===== src/rtl/yadif_pkg.sv =====
package yadif_pkg;

  localparam int MAX_LINE_WIDTH   = 4096;
  localparam int LINE_WIDTH_RESET = 1920;

  localparam int PIX_W      = 8;
  localparam int COL_W      = $clog2(MAX_LINE_WIDTH);
  localparam int HEAD_W     = COL_W + 1;
  localparam int WIN        = 7;
  localparam int DLY_STAGES = 3;
  localparam int SCORE_W    = PIX_W + 3;
  localparam int OUT_LAG    = 3;

  localparam int CFG_IDX_W  = 1;
  localparam int CFG_DATA_W = 13;

  localparam logic [CFG_IDX_W-1:0] CFG_SPATIAL_CHECK = 1'd0;
  localparam logic [CFG_IDX_W-1:0] CFG_LINE_WIDTH    = 1'd1;

  localparam logic [1:0] FLUSH_IDLE = 2'd0;
  localparam logic [1:0] FLUSH_LAST = 2'd3;

  localparam int WIDTH_M1_RESET = (LINE_WIDTH_RESET > MAX_LINE_WIDTH) ?
                                  MAX_LINE_WIDTH - 1 : LINE_WIDTH_RESET - 1;

  typedef logic [PIX_W-1:0] pix_t;
  typedef logic signed [SCORE_W-1:0] score_t;

  typedef struct packed {
    pix_t prev_above;
    pix_t prev_below;
    pix_t next_above;
    pix_t next_below;
    pix_t before_center;
    pix_t after_center;
    pix_t before_up2;
    pix_t before_down2;
    pix_t after_up2;
    pix_t after_down2;
  } field_set_t;

endpackage


===== src/rtl/yadif_col_if.sv =====
interface yadif_col_if;
  logic            valid;
  logic            ready;
  yadif_pkg::pix_t cur_above;
  yadif_pkg::pix_t cur_below;
  yadif_pkg::pix_t prev_above;
  yadif_pkg::pix_t prev_below;
  yadif_pkg::pix_t next_above;
  yadif_pkg::pix_t next_below;
  yadif_pkg::pix_t before_center;
  yadif_pkg::pix_t after_center;
  yadif_pkg::pix_t before_up2;
  yadif_pkg::pix_t before_down2;
  yadif_pkg::pix_t after_up2;
  yadif_pkg::pix_t after_down2;

  modport source (
    output valid, cur_above, cur_below, prev_above, prev_below, next_above, next_below,
           before_center, after_center, before_up2, before_down2, after_up2, after_down2,
    input  ready
  );
  modport sink (
    input  valid, cur_above, cur_below, prev_above, prev_below, next_above, next_below,
           before_center, after_center, before_up2, before_down2, after_up2, after_down2,
    output ready
  );
endinterface


===== src/rtl/yadif_pix_if.sv =====
interface yadif_pix_if;
  logic            valid;
  logic            ready;
  yadif_pkg::pix_t out_pixel;
  logic            end_of_line;

  modport source (output valid, out_pixel, end_of_line, input ready);
  modport sink (input valid, out_pixel, end_of_line, output ready);
endinterface


===== src/rtl/yadif_cfg_if.sv =====
interface yadif_cfg_if;
  logic                                valid;
  logic                                ready;
  logic [yadif_pkg::CFG_IDX_W-1:0]     index;
  logic [yadif_pkg::CFG_DATA_W-1:0]    data;

  modport source (output valid, index, data, input ready);
  modport sink (input valid, index, data, output ready);
endinterface


===== src/rtl/yadif_deinterlace_line_filter.sv =====
// Pixel x comes from the request for column x+3 (or the last of a line), which passes
// through the input register, the shift/score register and the output register.
// Throughput: one request per cycle unless the output stalls; the last request of a line
// stays in the input register, with ready low until its last shift, while the window
// shifts out the three trailing pixels.
// Reset: synchronous active-high rst clears the pipeline valids, column position and
// config (spatial check off, width 1920); window and delay registers carry no reset.
module yadif_deinterlace_line_filter (
  input  logic        clk,
  input  logic        rst,
  yadif_col_if.sink   col,
  yadif_pix_if.source pix,
  yadif_cfg_if.sink   cfg
);

  typedef logic signed [yadif_pkg::PIX_W+1:0] sdiff_t;

  function automatic yadif_pkg::pix_t absdiff(input yadif_pkg::pix_t x, input yadif_pkg::pix_t y);
    absdiff = (x > y) ? x - y : y - x;
  endfunction

  function automatic yadif_pkg::pix_t avg(input yadif_pkg::pix_t x, input yadif_pkg::pix_t y);
    logic [yadif_pkg::PIX_W:0] s;
    s   = {1'b0, x} + {1'b0, y};
    avg = s[yadif_pkg::PIX_W:1];
  endfunction

  function automatic sdiff_t sx(input yadif_pkg::pix_t x);
    sx = $signed({2'b00, x});
  endfunction

  function automatic sdiff_t smax(input sdiff_t x, input sdiff_t y);
    smax = (x > y) ? x : y;
  endfunction

  function automatic sdiff_t smin(input sdiff_t x, input sdiff_t y);
    smin = (x < y) ? x : y;
  endfunction

  function automatic yadif_pkg::score_t score3(
    input yadif_pkg::pix_t a0, input yadif_pkg::pix_t b0,
    input yadif_pkg::pix_t a1, input yadif_pkg::pix_t b1,
    input yadif_pkg::pix_t a2, input yadif_pkg::pix_t b2);
    logic [yadif_pkg::PIX_W+1:0] s;
    s = {2'b00, absdiff(a0, b0)} + {2'b00, absdiff(a1, b1)} + {2'b00, absdiff(a2, b2)};
    score3 = $signed({1'b0, s});
  endfunction

  // config
  logic                          spatial_en;
  logic [yadif_pkg::COL_W-1:0]   width_m1;

  // input register
  logic                          ireg_v;
  yadif_pkg::pix_t               ireg_above;
  yadif_pkg::pix_t               ireg_below;
  yadif_pkg::field_set_t         ireg_f;

  // line sequencing
  logic [yadif_pkg::COL_W-1:0]   colpos;
  logic [yadif_pkg::HEAD_W-1:0]  head;
  logic [1:0]                    flush_step;

  // window and field delay
  yadif_pkg::pix_t               above_win [yadif_pkg::WIN];
  yadif_pkg::pix_t               below_win [yadif_pkg::WIN];
  yadif_pkg::pix_t               an [yadif_pkg::WIN];
  yadif_pkg::pix_t               bn [yadif_pkg::WIN];
  yadif_pkg::field_set_t         dly [yadif_pkg::DLY_STAGES];

  // score stage
  logic                          p_v;
  logic                          p_eol;
  yadif_pkg::score_t             p_s_c, p_s_m1, p_s_m2, p_s_p1, p_s_p2;
  yadif_pkg::pix_t               p_pred_c, p_pred_m1, p_pred_m2, p_pred_p1, p_pred_p2;
  yadif_pkg::pix_t               p_d;
  yadif_pkg::pix_t               p_diff;

  // output register
  logic                          out_v;
  yadif_pkg::pix_t               out_px;
  logic                          out_eol;

  logic                          q_adv, p_adv, shift_en, consume;
  logic                          line_end, fill, emit, eol;
  logic [yadif_pkg::HEAD_W-1:0]  head_now;

  yadif_pkg::pix_t               a_c, a_e, a_d, a_diff, a_diff0;
  yadif_pkg::score_t             a_s_c;
  yadif_pkg::pix_t               b_res;

  assign q_adv    = !out_v || pix.ready;
  assign p_adv    = !p_v || q_adv;
  assign shift_en = ireg_v && p_adv;

  always_comb begin
    line_end = colpos >= width_m1;
    fill     = (flush_step == yadif_pkg::FLUSH_IDLE) && (colpos == '0);
    if (flush_step == yadif_pkg::FLUSH_IDLE) begin
      head_now = line_end ? yadif_pkg::HEAD_W'(width_m1) : yadif_pkg::HEAD_W'(colpos);
    end else begin
      head_now = head + 1'b1;
    end
    emit    = head_now >= yadif_pkg::HEAD_W'(yadif_pkg::OUT_LAG);
    eol     = head_now == yadif_pkg::HEAD_W'(width_m1) + yadif_pkg::HEAD_W'(yadif_pkg::OUT_LAG);
    consume = shift_en && (((flush_step == yadif_pkg::FLUSH_IDLE) && !line_end) ||
                           (flush_step == yadif_pkg::FLUSH_LAST));
  end

  assign col.ready = !ireg_v || consume;
  assign cfg.ready = 1'b1;

  // window after this shift; a new line starts with the edge pixel everywhere
  always_comb begin
    for (int i = 0; i < yadif_pkg::WIN - 1; i++) begin
      an[i] = fill ? ireg_above : above_win[i+1];
      bn[i] = fill ? ireg_below : below_win[i+1];
    end
    an[yadif_pkg::WIN-1] = ireg_above;
    bn[yadif_pkg::WIN-1] = ireg_below;
  end

  // temporal terms and optional spatial check
  always_comb begin
    yadif_pkg::field_set_t f;
    yadif_pkg::pix_t       t0, t1, t2, sb, sf;
    logic [yadif_pkg::PIX_W:0] sum9;
    sdiff_t de, dc, bcm, fe, hi, lo, dx;
    f       = dly[yadif_pkg::DLY_STAGES-1];
    a_c     = an[3];
    a_e     = bn[3];
    a_d     = avg(f.before_center, f.after_center);
    t0      = absdiff(f.before_center, f.after_center) >> 1;
    sum9    = {1'b0, absdiff(f.prev_above, a_c)} + {1'b0, absdiff(f.prev_below, a_e)};
    t1      = sum9[yadif_pkg::PIX_W:1];
    sum9    = {1'b0, absdiff(f.next_above, a_c)} + {1'b0, absdiff(f.next_below, a_e)};
    t2      = sum9[yadif_pkg::PIX_W:1];
    a_diff0 = (t0 > t1) ? t0 : t1;
    a_diff0 = (a_diff0 > t2) ? a_diff0 : t2;
    sb      = avg(f.before_up2, f.after_up2);
    sf      = avg(f.before_down2, f.after_down2);
    de      = sx(a_d) - sx(a_e);
    dc      = sx(a_d) - sx(a_c);
    bcm     = sx(sb) - sx(a_c);
    fe      = sx(sf) - sx(a_e);
    hi      = smax(smax(de, dc), smin(bcm, fe));
    lo      = smin(smin(de, dc), smax(bcm, fe));
    dx      = smax(smax(sx(a_diff0), lo), -hi);
    a_diff  = spatial_en ? dx[yadif_pkg::PIX_W-1:0] : a_diff0;
    a_s_c   = score3(an[2], bn[2], an[3], bn[3], an[4], bn[4]) - yadif_pkg::score_t'(1);
  end

  // direction search and clamp
  always_comb begin
    yadif_pkg::score_t best;
    yadif_pkg::pix_t   pred;
    logic [yadif_pkg::PIX_W:0] hi_b;
    sdiff_t lo_b;
    best = p_s_c;
    pred = p_pred_c;
    if (p_s_m1 < best) begin
      best = p_s_m1;
      pred = p_pred_m1;
      if (p_s_m2 < best) begin
        best = p_s_m2;
        pred = p_pred_m2;
      end
    end
    if (p_s_p1 < best) begin
      best = p_s_p1;
      pred = p_pred_p1;
      if (p_s_p2 < best) begin
        best = p_s_p2;
        pred = p_pred_p2;
      end
    end
    hi_b = {1'b0, p_d} + {1'b0, p_diff};
    lo_b = sx(p_d) - sx(p_diff);
    if ({1'b0, pred} > hi_b) begin
      b_res = hi_b[yadif_pkg::PIX_W-1:0];
    end else if (sx(pred) < lo_b) begin
      b_res = lo_b[yadif_pkg::PIX_W-1:0];
    end else begin
      b_res = pred;
    end
  end

  // control
  always_ff @(posedge clk) begin
    if (rst) begin
      spatial_en <= 1'b0;
      width_m1   <= yadif_pkg::COL_W'(yadif_pkg::WIDTH_M1_RESET);
      ireg_v     <= 1'b0;
      colpos     <= '0;
      head       <= '0;
      flush_step <= yadif_pkg::FLUSH_IDLE;
      p_v        <= 1'b0;
      out_v      <= 1'b0;
    end else begin
      if (cfg.valid && cfg.ready) begin
        case (cfg.index)
          yadif_pkg::CFG_SPATIAL_CHECK: begin
            spatial_en <= cfg.data[0];
          end
          yadif_pkg::CFG_LINE_WIDTH: begin
            if (cfg.data == '0) begin
              width_m1 <= '0;
            end else if (32'(cfg.data) > 32'(yadif_pkg::MAX_LINE_WIDTH)) begin
              width_m1 <= yadif_pkg::COL_W'(yadif_pkg::MAX_LINE_WIDTH - 1);
            end else begin
              width_m1 <= yadif_pkg::COL_W'(cfg.data - 1'b1);
            end
          end
          default: begin
          end
        endcase
      end

      if (col.valid && col.ready) begin
        ireg_v <= 1'b1;
      end else if (consume) begin
        ireg_v <= 1'b0;
      end

      if (shift_en) begin
        head <= head_now;
        if (flush_step == yadif_pkg::FLUSH_IDLE) begin
          if (line_end) begin
            flush_step <= flush_step + 1'b1;
          end else begin
            colpos <= colpos + 1'b1;
          end
        end else if (flush_step == yadif_pkg::FLUSH_LAST) begin
          flush_step <= yadif_pkg::FLUSH_IDLE;
          colpos     <= '0;
        end else begin
          flush_step <= flush_step + 1'b1;
        end
      end

      if (p_adv) begin
        p_v <= shift_en && emit;
      end
      if (q_adv) begin
        out_v <= p_v;
      end
    end
  end

  // datapath
  always_ff @(posedge clk) begin
    if (col.valid && col.ready) begin
      ireg_above           <= col.cur_above;
      ireg_below           <= col.cur_below;
      ireg_f.prev_above    <= col.prev_above;
      ireg_f.prev_below    <= col.prev_below;
      ireg_f.next_above    <= col.next_above;
      ireg_f.next_below    <= col.next_below;
      ireg_f.before_center <= col.before_center;
      ireg_f.after_center  <= col.after_center;
      ireg_f.before_up2    <= col.before_up2;
      ireg_f.before_down2  <= col.before_down2;
      ireg_f.after_up2     <= col.after_up2;
      ireg_f.after_down2   <= col.after_down2;
    end

    if (shift_en) begin
      above_win <= an;
      below_win <= bn;
      dly[0]    <= ireg_f;
      for (int s = 1; s < yadif_pkg::DLY_STAGES; s++) begin
        dly[s] <= dly[s-1];
      end
      p_eol     <= eol;
      p_d       <= a_d;
      p_diff    <= a_diff;
      p_s_c     <= a_s_c;
      p_s_m1    <= score3(an[1], bn[3], an[2], bn[4], an[3], bn[5]);
      p_s_m2    <= score3(an[0], bn[4], an[1], bn[5], an[2], bn[6]);
      p_s_p1    <= score3(an[3], bn[1], an[4], bn[2], an[5], bn[3]);
      p_s_p2    <= score3(an[4], bn[0], an[5], bn[1], an[6], bn[2]);
      p_pred_c  <= avg(a_c, a_e);
      p_pred_m1 <= avg(an[2], bn[4]);
      p_pred_m2 <= avg(an[1], bn[5]);
      p_pred_p1 <= avg(an[4], bn[2]);
      p_pred_p2 <= avg(an[5], bn[1]);
    end

    if (q_adv && p_v) begin
      out_px  <= b_res;
      out_eol <= p_eol;
    end
  end

  assign pix.valid       = out_v;
  assign pix.out_pixel   = out_px;
  assign pix.end_of_line = out_eol;

`ifndef ASSERT_OFF
  a_flush_holds_request: assert property (@(posedge clk) disable iff (rst)
    (flush_step != yadif_pkg::FLUSH_IDLE) |-> ireg_v)
    else $error("line flush running without a held request");

  a_flush_blocks_input: assert property (@(posedge clk) disable iff (rst)
    (flush_step != yadif_pkg::FLUSH_IDLE && flush_step != yadif_pkg::FLUSH_LAST)
      |-> !col.ready)
    else $error("input taken in the middle of a line flush");

  a_reset_clears_output: assert property (@(posedge clk)
    rst |=> !pix.valid)
    else $error("output valid after reset");

  a_no_stall_shift: assert property (@(posedge clk) disable iff (rst)
    (p_v && !q_adv) |-> !shift_en)
    else $error("window shifted while score stage is stalled");
`endif

endmodule

===== src/flat_wrapper.sv =====
// flat-port wrapper written by rule: the top's interface ports become plain ports
module yadif_deinterlace_line_filter_flat 
  (clk, rst, col_valid, col_cur_above, col_cur_below, col_prev_above, col_prev_below, col_next_above, col_next_below, col_before_center, col_after_center, col_before_up2, col_before_down2, col_after_up2, col_after_down2, col_ready, pix_valid, pix_out_pixel, pix_end_of_line, pix_ready, cfg_valid, cfg_index, cfg_data, cfg_ready);
  yadif_col_if col_i ();
  yadif_pix_if pix_i ();
  yadif_cfg_if cfg_i ();
  input  logic clk;
  input  logic rst;
  input wire logic [$bits(col_i.valid)-1:0] col_valid;
  input wire logic [$bits(col_i.cur_above)-1:0] col_cur_above;
  input wire logic [$bits(col_i.cur_below)-1:0] col_cur_below;
  input wire logic [$bits(col_i.prev_above)-1:0] col_prev_above;
  input wire logic [$bits(col_i.prev_below)-1:0] col_prev_below;
  input wire logic [$bits(col_i.next_above)-1:0] col_next_above;
  input wire logic [$bits(col_i.next_below)-1:0] col_next_below;
  input wire logic [$bits(col_i.before_center)-1:0] col_before_center;
  input wire logic [$bits(col_i.after_center)-1:0] col_after_center;
  input wire logic [$bits(col_i.before_up2)-1:0] col_before_up2;
  input wire logic [$bits(col_i.before_down2)-1:0] col_before_down2;
  input wire logic [$bits(col_i.after_up2)-1:0] col_after_up2;
  input wire logic [$bits(col_i.after_down2)-1:0] col_after_down2;
  output wire logic [$bits(col_i.ready)-1:0] col_ready;
  output wire logic [$bits(pix_i.valid)-1:0] pix_valid;
  output wire logic [$bits(pix_i.out_pixel)-1:0] pix_out_pixel;
  output wire logic [$bits(pix_i.end_of_line)-1:0] pix_end_of_line;
  input wire logic [$bits(pix_i.ready)-1:0] pix_ready;
  input wire logic [$bits(cfg_i.valid)-1:0] cfg_valid;
  input wire logic [$bits(cfg_i.index)-1:0] cfg_index;
  input wire logic [$bits(cfg_i.data)-1:0] cfg_data;
  output wire logic [$bits(cfg_i.ready)-1:0] cfg_ready;
  assign col_i.valid = col_valid;
  assign col_i.cur_above = col_cur_above;
  assign col_i.cur_below = col_cur_below;
  assign col_i.prev_above = col_prev_above;
  assign col_i.prev_below = col_prev_below;
  assign col_i.next_above = col_next_above;
  assign col_i.next_below = col_next_below;
  assign col_i.before_center = col_before_center;
  assign col_i.after_center = col_after_center;
  assign col_i.before_up2 = col_before_up2;
  assign col_i.before_down2 = col_before_down2;
  assign col_i.after_up2 = col_after_up2;
  assign col_i.after_down2 = col_after_down2;
  assign col_ready = col_i.ready;
  assign pix_valid = pix_i.valid;
  assign pix_out_pixel = pix_i.out_pixel;
  assign pix_end_of_line = pix_i.end_of_line;
  assign pix_i.ready = pix_ready;
  assign cfg_i.valid = cfg_valid;
  assign cfg_i.index = cfg_index;
  assign cfg_i.data = cfg_data;
  assign cfg_ready = cfg_i.ready;
  yadif_deinterlace_line_filter u_core (.clk(clk), .rst(rst), .col(col_i), .pix(pix_i), .cfg(cfg_i));
endmodule

===== config.mk =====
export PLATFORM = sky130hd
export DESIGN_NAME = yadif_deinterlace_line_filter_flat
export DESIGN_NICKNAME = d
export VERILOG_FILES = /design/src/rtl/yadif_pkg.sv /design/src/rtl/yadif_col_if.sv /design/src/rtl/yadif_pix_if.sv /design/src/rtl/yadif_cfg_if.sv /design/src/rtl/yadif_deinterlace_line_filter.sv /design/src/flat_wrapper.sv
export SDC_FILE = /design/constraint.sdc
export NUM_CORES = 2
export LEC_CHECK = 0
export ABC_AREA = 0
export BUFFER_PORTS_ARGS = -buffer_cell sky130_fd_sc_hd__clkbuf_2
export CAP_MARGIN = 30
export CORE_UTILIZATION = 67
export DETAILED_ROUTE_END_ITERATION = 16
export PLACE_DENSITY = 0.85
export SYNTH_ARGS = -nofsm -noshare
export SYNTH_HDL_FRONTEND = slang
export SYNTH_SLANG_ARGS = --single-unit
export TNS_END_PERCENT = 30

===== constraint.sdc =====
create_clock -name clk -period 31.5 [get_ports clk]
set_input_delay 0 -clock clk [delete_from_list [all_inputs] [get_ports clk]]
set_output_delay 0 -clock clk [all_outputs]
set_load 0.05 [all_outputs]

==> results.txt <==
The run finished with clean final reports. The data arrival time of the worst path is 16070 ps. Summed over all instances, the cell type with the most area after synthesis is edfxtp_1. The die area is 0.0688 sq mm. Dividing the detail-routed wire length by the instance count gives 24.4 microns. The number of buffers inserted during clock tree synthesis came out at 61. The worst path in the final design needs a cycle of approximately 16000 ps, including I/O delays and setup. The final layout contains 5492 nets. Together, buffers and inverters on the worst path number 5. The total count of max-transition violations in the final report is 0.

After synthesis, the mean cell area works out to 10.2 sq um. The total vias in the final route came out at 36400. The die extent in x is 262 microns.

The number of placed I/O pins is 127. The maximum fanout count along the critical path is 65. The area growth from synthesis to layout is 11.3%.

The number of standard cells in the layout, taps in and fillers out came out at 5625. Summing all non-filler instances in the final layout gives an area of 0.0505 sq mm. The worst setup path is launched from a flip-flop. The fraction of post-synthesis cell area in the top cell type by area came out at 36.3%. Counting every sink on the clock net gives 592. The worst pin sits at a relative slew slack of a little under a third. The count of unique library cells instantiated by Yosys is 104. The number of enable flip-flop cells after synthesis came out at 549.

The count of nets left with antenna violations once routing finished came out at 0. The number of I/O port buffers came out at 125. Synthesis produced a netlist with a net count of 5248. The total routed wirelength is 137 mm. The slew at the pin closest to its max-slew limit is roughly 1000 ps. The violation count after the first detailed-route iteration is 4289.

The half-perimeter wire length after placement is just under 100 mm. The path class of the tightest hold or removal check is primary input to flip-flop. The setup slack after placement is 16220 ps. The overall track demand over capacity in global routing is 39.0%. The region available for standard cell placement spans around 0.067 sq mm. The final setup slack of the worst path came out at ~16000 ps. The floorplan has 95 rows. Leaving out fill and tap cells, the most frequent cell in the layout is ha_1.

During synthesis, Yosys emitted a total of 0 warnings. The total congestion overflow after global routing is 0. The cell count after placement came out at 5377. Entering global routing, the biggest net connects 126 pins. The number of maximum-capacitance violations is 0.

For the worst setup path, the data required time is around 32000 ps. The placed standard-cell area came out at 0.0471 sq mm. The clock slew seen by the registers of the worst setup and hold paths came out at 70 ps. The clock reaches the later pin of the worst-skew pair after 670 ps. The achievable clock frequency came out at 63.8 MHz. For this run, the register share of the synthesized area comes to 38.2%. The DRC violation count after routing came out at 0.

The final-report hold violation count came to 0. The critical setup path kind is flip-flop to flip-flop. By area the synthesized netlist is led by edfxtp_1 (36%), ha_1 (17%), a21oi_1 (4.5%).

The number of antenna violations at the first check in global routing came to 7. After detailed routing, the number of vias per cell comes to 6.47. The global-route wire length before repair is 205 mm.

The buffer levels on the longest clock path is 3. The total iterations of the first detailed-routing run came out at 9. The congestion estimate from routability-driven global placement came to 1.05. Setup violations remaining at the end of the flow were counted as 0. The H-tree was split into 2 levels. On the critical path, the stage with the largest delay is an instance of o21ai_1. Synthesis produced 4454 cells. The cell family contributing the most delay on the critical path is compound AO/OA/AOI/OAI gates.

The part of the cycle the worst path needs is 49.8%. The endpoint class of the critical path is a flip-flop. The accumulated negative setup slack is 0 ps. In the layout the commonest cells are ha_1 (628), edfxtp_1 (549), inv_1 (477). In this run the post-CTS setup repair buffer count came out at 0.

CTS placed an instance of clkbuf_16 at the clock tree root. The most used flip-flop cell after synthesis is edfxtp_1. The height of the chip came out at around 260 microns. The proportion of layout cells with a drive suffix above 1 is 8.10%.

For this run, asynchronously set or reset flops after synthesis account for 0%. The area of the mapped netlist is about 0.045 sq mm. Synthesis inferred 592 register bits. The via count of the first global-routing pass was between 30000 and 40000.

The setup skew after layout came out at 48.0 ps. The starting utilization of the core area is 67.6%. Setup repair after global routing left no endpoint under its margin. TritonCTS built the clock tree. The delay of the slowest critical-path stage is slightly below 800 ps.
-- cell type report --
type	instances	area, sq um
multi-input combinational	3249	25800
sequential	592	17300
fill	4433	16600
timing repair buffer	312	2410
inverter	482	1820
clock buffer	71	1590
tap	873	1090
clock inverter	45	503
antenna	1	2.50
-- routing by layer --
metal	wire length, microns	track usage (%)
met1	52700	49.0
met2	61300	62.8
met3	13300	7.89
met4	9820	23.1
met5	102	0
-- worst register-to-register path: cells and delay by family (launching register included) --
family | cells | cell delay (ps)
AOI/OAI and AO/OA | 25 | 6600
adders and majority gates | 7 | 2170
xor gates and xnor gates | 1 | 120
buffers and inverters | 5 | 1540
and+or+nand+nor | 12 | 3070
DFF | 1 | 360
muxes | 4 | 1590
-- final timing paths --
path / startpoint / to / slack, ps / cells past startpoint
worst max-delay path: u_core.flush_step[0] / u_core.p_diff[0] / 15830 / 54
worst min-delay path: col_prev_above[2] / u_core.ireg_f[74] / 50 / 2
worst max register to register: u_core.flush_step[0] / u_core.p_diff[0] / 15830 / 54
worst min register to register: u_core.p_eol / u_core.pix.end_of_line / 410 / 0
-- sequential cells by signal, indices dropped and copies added, names as in the netlist, 10 cells and up --
name	count
u_core.dly	240
u_core.p_s_m1	10
u_core.p_s_c	11
u_core.p_s_p1	10
u_core.width_m1	12
u_core.head	13
u_core.colpos	12
u_core.above_win	48
u_core.p_s_m2	10
u_core.ireg_f	80
u_core.p_s_p2	10
u_core.below_win	48
-- kinds of logic (layout without fill, tap and decap cells) --
group	Yosys count	in the layout	share of synthesized area [%]
compound gates	1142	1142	16.2
xor+xnor	325	325	6.36
fa+ha+maj	686	686	19.7
buf+inv	613	910	5.17
flops	592	592	38.2
mux	203	203	4.71
other cells	1	2	0.00826
simple gates	892	892	9.65
-- through the flow --
stage                     utilization (%)  hold WS (ps)
after global routing                 75.2          54.5
final                                75.2          54.2
after floorplan                         -          98.9
after detailed placement             70.1           179
after global placement               70.0           177
after CTS                            75.1          14.6
-- cell usage after synthesis, types with 18 or more instances --
master and number:
fa_1 51, a21o_1 153, nor2b_1 66, o21ai_0 166
xor2_1 111, a21oi_1 411, ha_1 628, xnor2_1 211
nand4_1 51, mux2_2 49, nor2_1 271, nand2b_1 38
nand3_1 56, dfxtp_1 43, and2_1 18, o21bai_1 74
inv_1 477, clkbuf_1 103, mux2i_1 146, o221ai_1 18
nand2_1 226, o211ai_1 22, edfxtp_1 549, a221oi_1 23
nor3_1 44, o21a_1 37, o22ai_1 18, a31oi_1 26
and3_1 24, a211oi_1 33
-- what timing repair did --
item                       4_1_cts  5_1_grt
setup endpoints to repair        0        0
hold buffers                   128        0
hold endpoints to repair       140        0
gates resized for setup          0        0
Power is left out: the tool's default activity adds up to more than one toggle a clock period on the data nets, which glitch-free logic cannot reach.
